==> config.mk <==
export PLATFORM = sky130hd
export DESIGN_NAME = taylor_sine_series_core
export DESIGN_NICKNAME = d
export VERILOG_FILES = /design/src/hdl/tss_pkg.sv /design/src/hdl/taylor_sine_series_core.sv
export SDC_FILE = /design/constraint.sdc
export NUM_CORES = 2
export LEC_CHECK = 0
export ABC_AREA = 1
export BUFFER_PORTS_ARGS = -buffer_cell sky130_fd_sc_hd__buf_4
export CAP_MARGIN = 25
export CORE_UTILIZATION = 45
export DETAILED_ROUTE_END_ITERATION = 10
export SLEW_MARGIN = 15
export SYNTH_ARGS = -nofsm -noshare
export SYNTH_HDL_FRONTEND = slang
export SYNTH_SLANG_ARGS = --single-unit
==> constraint.sdc <==
create_clock -name i_clk -period 9.5 [get_ports i_clk]
set_input_delay 0 -clock i_clk [delete_from_list [all_inputs] [get_ports i_clk]]
set_output_delay 0 -clock i_clk [all_outputs]
set_load 0.005 [all_outputs]
==> src/hdl/tss_pkg.sv <==
// Shared types, constants and microcode for the Taylor series sine core.
package tss_pkg;

    // Field widths
    localparam int ANGLE_W = 19;   // signed Q3.16 input
    localparam int SINE_W  = 21;   // signed Q5.16 output
    localparam int TC_W    = 4;    // term count register
    localparam int AX_W    = 19;   // |angle|, unsigned Q3.16
    localparam int X2_W    = 21;   // x^2, unsigned Q5.16
    localparam int M_W     = 20;   // term magnitude, unsigned Q16
    localparam int P_W     = 24;   // m*x2 product, unsigned Q16
    localparam int RC_W    = 22;   // reciprocal, unsigned Q0.24
    localparam int OPA_W   = 24;   // multiplier operand A
    localparam int OPB_W   = 22;   // multiplier operand B
    localparam int PROD_W  = OPA_W + OPB_W;
    localparam int SUM_W   = 23;   // running sum, signed
    localparam int PC_W    = 3;
    localparam int RECIP_LEN = 11;

    localparam logic [TC_W-1:0] TC_RESET = 4'd8;

    // Output range
    localparam logic signed [SUM_W-1:0] SUM_MAX = 23'sd1048575;
    localparam logic signed [SUM_W-1:0] SUM_MIN = -23'sd1048576;

    // Rounding constants for the >>16 and >>24 products
    localparam logic [PROD_W-1:0] RND_16 = 46'h0000_0000_8000;
    localparam logic [PROD_W-1:0] RND_24 = 46'h0000_0080_0000;

    // Operand A select
    localparam logic [1:0] A_AX = 2'd0;
    localparam logic [1:0] A_P  = 2'd1;
    localparam logic [1:0] A_M  = 2'd2;

    // Operand B select
    localparam logic [1:0] B_AX  = 2'd0;
    localparam logic [1:0] B_PX2 = 2'd1;
    localparam logic [1:0] B_X2  = 2'd2;
    localparam logic [1:0] B_RC  = 2'd3;

    // Branch codes
    localparam logic [1:0] BR_NEXT = 2'd0;
    localparam logic [1:0] BR_N1   = 2'd1;  // to finish when only one term
    localparam logic [1:0] BR_LOOP = 2'd2;  // to finish on last term, else to target
    localparam logic [1:0] BR_END  = 2'd3;

    // Program steps
    localparam logic [PC_W-1:0] PC_SQ  = 3'd0;
    localparam logic [PC_W-1:0] PC_X2  = 3'd1;
    localparam logic [PC_W-1:0] PC_MR  = 3'd2;
    localparam logic [PC_W-1:0] PC_MP  = 3'd3;
    localparam logic [PC_W-1:0] PC_FIN = 3'd4;

    typedef struct packed {
        logic [1:0]      a_sel;
        logic [1:0]      b_sel;
        logic            rnd_hi;
        logic            ld_x2;
        logic            acc;
        logic [1:0]      br;
        logic [PC_W-1:0] target;
    } t_uword;

    // Control store
    function automatic t_uword ucode(input logic [PC_W-1:0] pc);
        t_uword w;
        w = '{a_sel: A_AX, b_sel: B_AX, rnd_hi: 1'b0, ld_x2: 1'b0, acc: 1'b0,
              br: BR_END, target: PC_FIN};
        case (pc)
            // square the magnitude
            PC_SQ: begin
                w.br = BR_NEXT;
            end
            // latch x2, first m*x2 with m = |x|
            PC_X2: begin
                w.b_sel = B_PX2;
                w.ld_x2 = 1'b1;
                w.br    = BR_N1;
            end
            // p times reciprocal
            PC_MR: begin
                w.a_sel  = A_P;
                w.b_sel  = B_RC;
                w.rnd_hi = 1'b1;
                w.br     = BR_NEXT;
            end
            // take new term, accumulate, next m*x2
            PC_MP: begin
                w.a_sel  = A_M;
                w.b_sel  = B_X2;
                w.acc    = 1'b1;
                w.br     = BR_LOOP;
                w.target = PC_MR;
            end
            default: begin
                w.br = BR_END;
            end
        endcase
        return w;
    endfunction

    // 1/(k(k-1)) for k = 3, 5, ..., 23 in unsigned Q0.24, rounded
    function automatic logic [RC_W-1:0] recip(input logic [TC_W-1:0] idx);
        logic [RC_W-1:0] r;
        case (idx)
            4'd0:    r = 22'd2796203;
            4'd1:    r = 22'd838861;
            4'd2:    r = 22'd399458;
            4'd3:    r = 22'd233017;
            4'd4:    r = 22'd152520;
            4'd5:    r = 22'd107546;
            4'd6:    r = 22'd79892;
            4'd7:    r = 22'd61681;
            4'd8:    r = 22'd49056;
            4'd9:    r = 22'd39946;
            4'd10:   r = 22'd33157;
            default: r = '0;
        endcase
        return r;
    endfunction

endpackage

==> src/hdl/taylor_sine_series_core.sv <==
// Top level: microcoded fixed-point Taylor series sine on one shared multiplier.
//
//  channel  | handshake                   | payload
//  ---------+-----------------------------+-----------------------------------
//  command  | start / busy                | i_angle (s Q3.16)
//  result   | o_done strobe, one cycle    | o_sine_value (s Q5.16), o_saturated
//  config   | i_cfg_valid / o_cfg_ready   | i_cfg_data (term count)
//
// An item squares |x|, latches x2 with the first m*x2, then for each further
// term multiplies by a reciprocal and accumulates; two dependent multiplies per
// term share the one 24x22 multiplier. busy is high from the accept edge until
// the result cycle, in which a new command may already be taken. Reset (i_rst_n
// low at a clock edge) drops any item in flight and restores the term count to
// eight. o_done flags each new result, which the outputs hold until the next.
module taylor_sine_series_core #(
    parameter int MAX_TERMS = 8
) (
    input  logic                                i_clk,
    input  logic                                i_rst_n,
    input  logic                                start,
    output logic                                busy,
    input  logic signed [tss_pkg::ANGLE_W-1:0]  i_angle,
    output logic                                o_done,
    output logic signed [tss_pkg::SINE_W-1:0]   o_sine_value,
    output logic                                o_saturated,
    input  logic                                i_cfg_valid,
    output logic                                o_cfg_ready,
    input  logic [tss_pkg::TC_W-1:0]            i_cfg_data
);

    localparam logic [tss_pkg::TC_W-1:0] MaxTc = tss_pkg::TC_W'(MAX_TERMS);

    // Registers
    logic                              r_busy;
    logic [tss_pkg::PC_W-1:0]          r_pc,   n_pc;
    logic [tss_pkg::TC_W-1:0]          r_tc;
    logic [tss_pkg::TC_W-1:0]          r_last;
    logic [tss_pkg::TC_W-1:0]          r_term, n_term;
    logic                              r_neg;
    logic [tss_pkg::AX_W-1:0]          r_ax;
    logic [tss_pkg::X2_W-1:0]          r_x2;
    logic [tss_pkg::PROD_W-1:0]        r_prod, n_prod;
    logic signed [tss_pkg::SUM_W-1:0]  r_sum,  n_sum;
    logic                              r_done;
    logic signed [tss_pkg::SINE_W-1:0] r_sine, n_sine;
    logic                              r_sat,  n_sat;

    // Combinational
    tss_pkg::t_uword                   uw;
    logic                              accept;
    logic [tss_pkg::AX_W-1:0]          in_ax;
    logic [tss_pkg::TC_W-1:0]          n_eff;
    logic [tss_pkg::OPA_W-1:0]         op_a;
    logic [tss_pkg::OPB_W-1:0]         op_b;
    logic [tss_pkg::M_W-1:0]           term_m;
    logic signed [tss_pkg::SUM_W-1:0]  fin_sum;
    logic                              is_fin;

    assign accept      = start && !r_busy;
    assign busy        = r_busy;
    assign o_cfg_ready = 1'b1;
    assign o_done      = r_done;
    assign o_sine_value = r_sine;
    assign o_saturated = r_sat;

    assign uw     = tss_pkg::ucode(r_pc);
    assign is_fin = (r_pc == tss_pkg::PC_FIN);

    // Magnitude of the incoming angle
    assign in_ax = i_angle[tss_pkg::ANGLE_W-1] ? (~i_angle + 19'd1) : i_angle;

    // Clamp term count to 1..MAX_TERMS
    always_comb begin
        if (r_tc == '0) begin
            n_eff = tss_pkg::TC_W'(1);
        end else if (r_tc > MaxTc) begin
            n_eff = MaxTc;
        end else begin
            n_eff = r_tc;
        end
    end

    // Operand selection and shared multiply with rounding constant
    assign term_m = r_prod[43:24];

    always_comb begin
        case (uw.a_sel)
            tss_pkg::A_AX: op_a = tss_pkg::OPA_W'(r_ax);
            tss_pkg::A_P:  op_a = r_prod[39:16];
            tss_pkg::A_M:  op_a = tss_pkg::OPA_W'(term_m);
            default:       op_a = '0;
        endcase
        case (uw.b_sel)
            tss_pkg::B_AX:  op_b = tss_pkg::OPB_W'(r_ax);
            tss_pkg::B_PX2: op_b = tss_pkg::OPB_W'(r_prod[36:16]);
            tss_pkg::B_X2:  op_b = tss_pkg::OPB_W'(r_x2);
            tss_pkg::B_RC:  op_b = tss_pkg::recip(r_term - tss_pkg::TC_W'(1));
            default:        op_b = '0;
        endcase
        n_prod = tss_pkg::PROD_W'(op_a) * tss_pkg::PROD_W'(op_b)
               + (uw.rnd_hi ? tss_pkg::RND_24 : tss_pkg::RND_16);
    end

    // Accumulate alternating terms; odd terms subtract
    always_comb begin
        n_sum = r_sum;
        if (uw.acc) begin
            if (r_term[0]) begin
                n_sum = r_sum - tss_pkg::SUM_W'(term_m);
            end else begin
                n_sum = r_sum + tss_pkg::SUM_W'(term_m);
            end
        end
    end

    // Sequencer: next step and term counter
    always_comb begin
        n_term = r_term;
        case (uw.br)
            tss_pkg::BR_NEXT: n_pc = r_pc + tss_pkg::PC_W'(1);
            tss_pkg::BR_N1: begin
                n_pc = (r_last == '0) ? tss_pkg::PC_FIN : r_pc + tss_pkg::PC_W'(1);
            end
            tss_pkg::BR_LOOP: begin
                if (r_term == r_last) begin
                    n_pc = tss_pkg::PC_FIN;
                end else begin
                    n_pc   = uw.target;
                    n_term = r_term + tss_pkg::TC_W'(1);
                end
            end
            default: n_pc = r_pc;
        endcase
    end

    // Apply sign and saturate
    always_comb begin
        fin_sum = r_neg ? -r_sum : r_sum;
        n_sat   = 1'b0;
        if (fin_sum > tss_pkg::SUM_MAX) begin
            n_sine = tss_pkg::SINE_W'(tss_pkg::SUM_MAX);
            n_sat  = 1'b1;
        end else if (fin_sum < tss_pkg::SUM_MIN) begin
            n_sine = tss_pkg::SINE_W'(tss_pkg::SUM_MIN);
            n_sat  = 1'b1;
        end else begin
            n_sine = tss_pkg::SINE_W'(fin_sum);
        end
    end

    // Control state
    always_ff @(posedge i_clk) begin
        if (!i_rst_n) begin
            r_busy <= 1'b0;
            r_done <= 1'b0;
            r_pc   <= tss_pkg::PC_SQ;
            r_tc   <= tss_pkg::TC_RESET;
        end else begin
            r_done <= 1'b0;
            if (i_cfg_valid && o_cfg_ready) begin
                r_tc <= i_cfg_data;
            end
            if (accept) begin
                r_busy <= 1'b1;
                r_pc   <= tss_pkg::PC_SQ;
            end else if (r_busy) begin
                if (is_fin) begin
                    r_busy <= 1'b0;
                    r_done <= 1'b1;
                end else begin
                    r_pc <= n_pc;
                end
            end
        end
    end

    // Datapath
    always_ff @(posedge i_clk) begin
        if (accept) begin
            r_ax   <= in_ax;
            r_neg  <= i_angle[tss_pkg::ANGLE_W-1];
            r_sum  <= tss_pkg::SUM_W'(in_ax);
            r_term <= tss_pkg::TC_W'(1);
            r_last <= n_eff - tss_pkg::TC_W'(1);
        end else if (r_busy && !is_fin) begin
            r_prod <= n_prod;
            r_sum  <= n_sum;
            r_term <= n_term;
            if (uw.ld_x2) begin
                r_x2 <= r_prod[36:16];
            end
        end
        if (r_busy && is_fin) begin
            r_sine <= n_sine;
            r_sat  <= n_sat;
        end
    end

endmodule

==> results_dict.tcl <==
set metrics [dict create \
    yosys.cell_types.count 64 \
    r2r_cells 32 \
    cts.clk_slew.worst_paths_ns 0.07 \
    async_flop_share_pct 0 \
    hold_viol_final 0 \
    grt_pass1_vias 22000 \
    fill_cells 5456 \
    grt_usage_pct 31.0 \
    core_um2 56300 \
    synth_compound_area_share_pct 8.36 \
    synth_top_family_by_area "adder cells" \
    synth_flop_cell "edfxtp_1" \
    cts_buffers 17 \
    cts_sinks 131 \
    synthXorXnorAreaFrac_pct 3.11 \
    cp_slowest_cell "fa_1" \
    port_buffers 50 \
    synth-adder-area-share_pct 44.3 \
    die_w_um 240 \
    die_h_um 240 \
    slew_viol_final 0 \
    gp_congestion 0.995 \
    setup_viol 0 \
    via_per_inst 5.40 \
    min-delay-path-class "in -> reg" \
    grt_first_pass_wirelength_mm 132 \
    fmax_mhz 113 \
    clk_latency_ns 0.45 \
    relSlewSlack_pct 34.0 \
    synth-simple-area-share_pct 17.5 \
    totalWireLength_mm 86.8 \
    dpl.hpwl_mm 70.9 \
    dr.pass1.iters 6 \
    end_kind "flop" \
    via_count 21400 \
    synth-seq-cells 131 \
    tightest_slew_ns 0.989 \
    critical_path_class "reg -> reg" \
    ys_seq_area_share_pct 14.7 \
    fin_hold_ws_ns 0.0317 \
    synth-edff-count 114 \
    synth_area_um2 25600 \
    synthCells 3123 \
    muxShareOfSynthArea_pct 0.0440 \
    final_antenna_net_count 0 \
    nNetsFinal 3868 \
    overflow 0 \
    initial_core_util_pct 45.5 \
    num_rows 87 \
    syn_avg_cell_area_um2 8.19 \
    critPathLaunchType "flop" \
    grt_max_degree 51 \
    yosysWarnings 0 \
    drt-initial-drc-count 1643 \
    drv_cap 0 \
    io_pins 52 \
    clock_skew_ns 0.0191 \
    drive_above_1_share_pct 6.85 \
    diodes 0 \
    status "complete, no violations" \
    root_buffer "clkbuf_16" \
    required_ns 9.69 \
    holdPathStages 3 \
    htree_num_levels 4 \
    drc 0 \
    cts_tree "built" \
    path_max_fanout 16 \
    period_needed_ns 8.87 \
    wl_per_cell_um 21.9 \
    die_area_um2 57800 \
    area_delta_synth_final_pct 8.79 \
    max_stage_delay_ns 0.55 \
    worstPathArrival_ns 9.06 \
    final_cell_mix "inv_1 (688), nand2_1 (608), fa_1 (437), nor2_1 (344), ha_1 (206)" \
    cts.path.max_buffers 2 \
    antenna_found_initial 0 \
    period_share_pct 93.4 \
    grt_setup_unrepaired "false" \
    final_common_cell "inv_1" \
    tns_ns 0 \
]
## cells in the mapped netlist (4+ instances only)
cell type / instances / area (um2)
edfxtp_1: 114 / 3420
a31oi_1: 18 / 113
buf_2: 32 / 160
nand4_1: 7 / 43.8
o21ai_1: 16 / 80.1
nand2_2: 12 / 75.1
nand3_1: 55 / 275
dfxtp_1: 17 / 340
buf_1: 4 / 15.0
clkbuf_1: 47 / 176
inv_1: 689 / 2590
nor3_1: 27 / 135
o22ai_1: 11 / 68.8
o211ai_1: 9 / 67.6
a221oi_1: 6 / 52.6
or2_2: 10 / 62.6
a21oi_1: 121 / 606
clkinv_1: 11 / 41.3
fa_1: 437 / 8750
o21a_1: 8 / 60.1
a221oi_2: 5 / 75.1
nor4_1: 5 / 31.3
inv_2: 9 / 33.8
nor3_2: 4 / 40.0
ha_1: 206 / 2580
nor2_1: 346 / 1300
o2111ai_1: 5 / 43.8
a21o_1: 9 / 67.6
xor2_1: 69 / 604
o21ai_0: 114 / 571
o21ai_2: 6 / 52.6
o21bai_1: 13 / 97.6
nand2_1: 608 / 2280
xnor2_1: 22 / 193
## logic make-up after synthesis
kind of cell | after synthesis
and+or+nand+nor | 1096
buffers and inverters | 797
adders and majority gates | 643
AOI/OAI and AO/OA | 362
DFF | 131
xor gates and xnor gates | 91
other | 2
muxes | 1
## worst paths after layout
path	start	end	slack [ns]
min	i_angle[16]	r_ax[18]	0.03
max	r_pc[0]	r_prod[41]	0.63
max reg2reg	r_pc[0]	r_prod[41]	0.63
min reg2reg	r_prod[17]	r_x2[1]	0.47
## timing repair
item / CTS / global route
endpoints found under the hold margin: 19 / 0
endpoints found under the setup margin: 0 / 8
setup buffers: 0 / 0
resized for setup: 0 / 1
hold buffers: 21 / 0
## cell type report
cell class	count	area (um2)	area share, %
Inverter	709	2660	9.56
Timing Repair Buffer	141	1110	4.00
Multi-Input combinational cell	2198	18800	67.5
Tap cell	756	946	3.40
Sequential cell	131	3760	13.5
Clock inverter	14	138	0.494
Clock buffer	18	429	1.54
## critical path, delay by kind of cell, from the launching register on
family	cells	cell delay, ns
flip-flops	1	0.38
AO/OA/AOI/OAI	8	1.53
AND/OR/NAND/NOR	4	0.89
adder cells (fa/ha/maj)	10	4.36
buffers and inverters	9	1.31
XOR/XNOR	1	0.13
## sequential cells by signal, summed over array words and instances (netlist names)
register and cells:
r_prod 28, r_term 4, r_x2 21, o_sine_value 21
o_done 1, r_neg 1, r_sum 23, r_pc 3
r_tc 4, r_last 4, busy 1, o_saturated 1
r_ax 19
## layer usage
metal	GRT usage [%]	vias up	wire length, um
met3	4.91	146	6280
li1	-	9657	-
met1	42.1	10800	36900
met2	50.0	776	40100
met4	11.3	0	3510
met5	0	-	0
## stage by stage
| stage | cells | worst slack (ns) | cell area [um2] | utilization [%] |
|---|---|---|---|---|
| floorplan | 3126 | 1.99 | 25600 | - |
| finish | 3967 | 0.632 | 27800 | 49.5 |
| detailed placement | 3913 | 0.534 | 27100 | 48.1 |
| global placement | 3912 | 0.728 | 27000 | 48.1 |
| global route | 3967 | 0.0469 | 27800 | 49.5 |
| CTS | 3966 | 0.521 | 27800 | 49.4 |
Power is left out: the tool's default activity adds up to more than one toggle a clock period on the data nets, which glitch-free logic cannot reach.
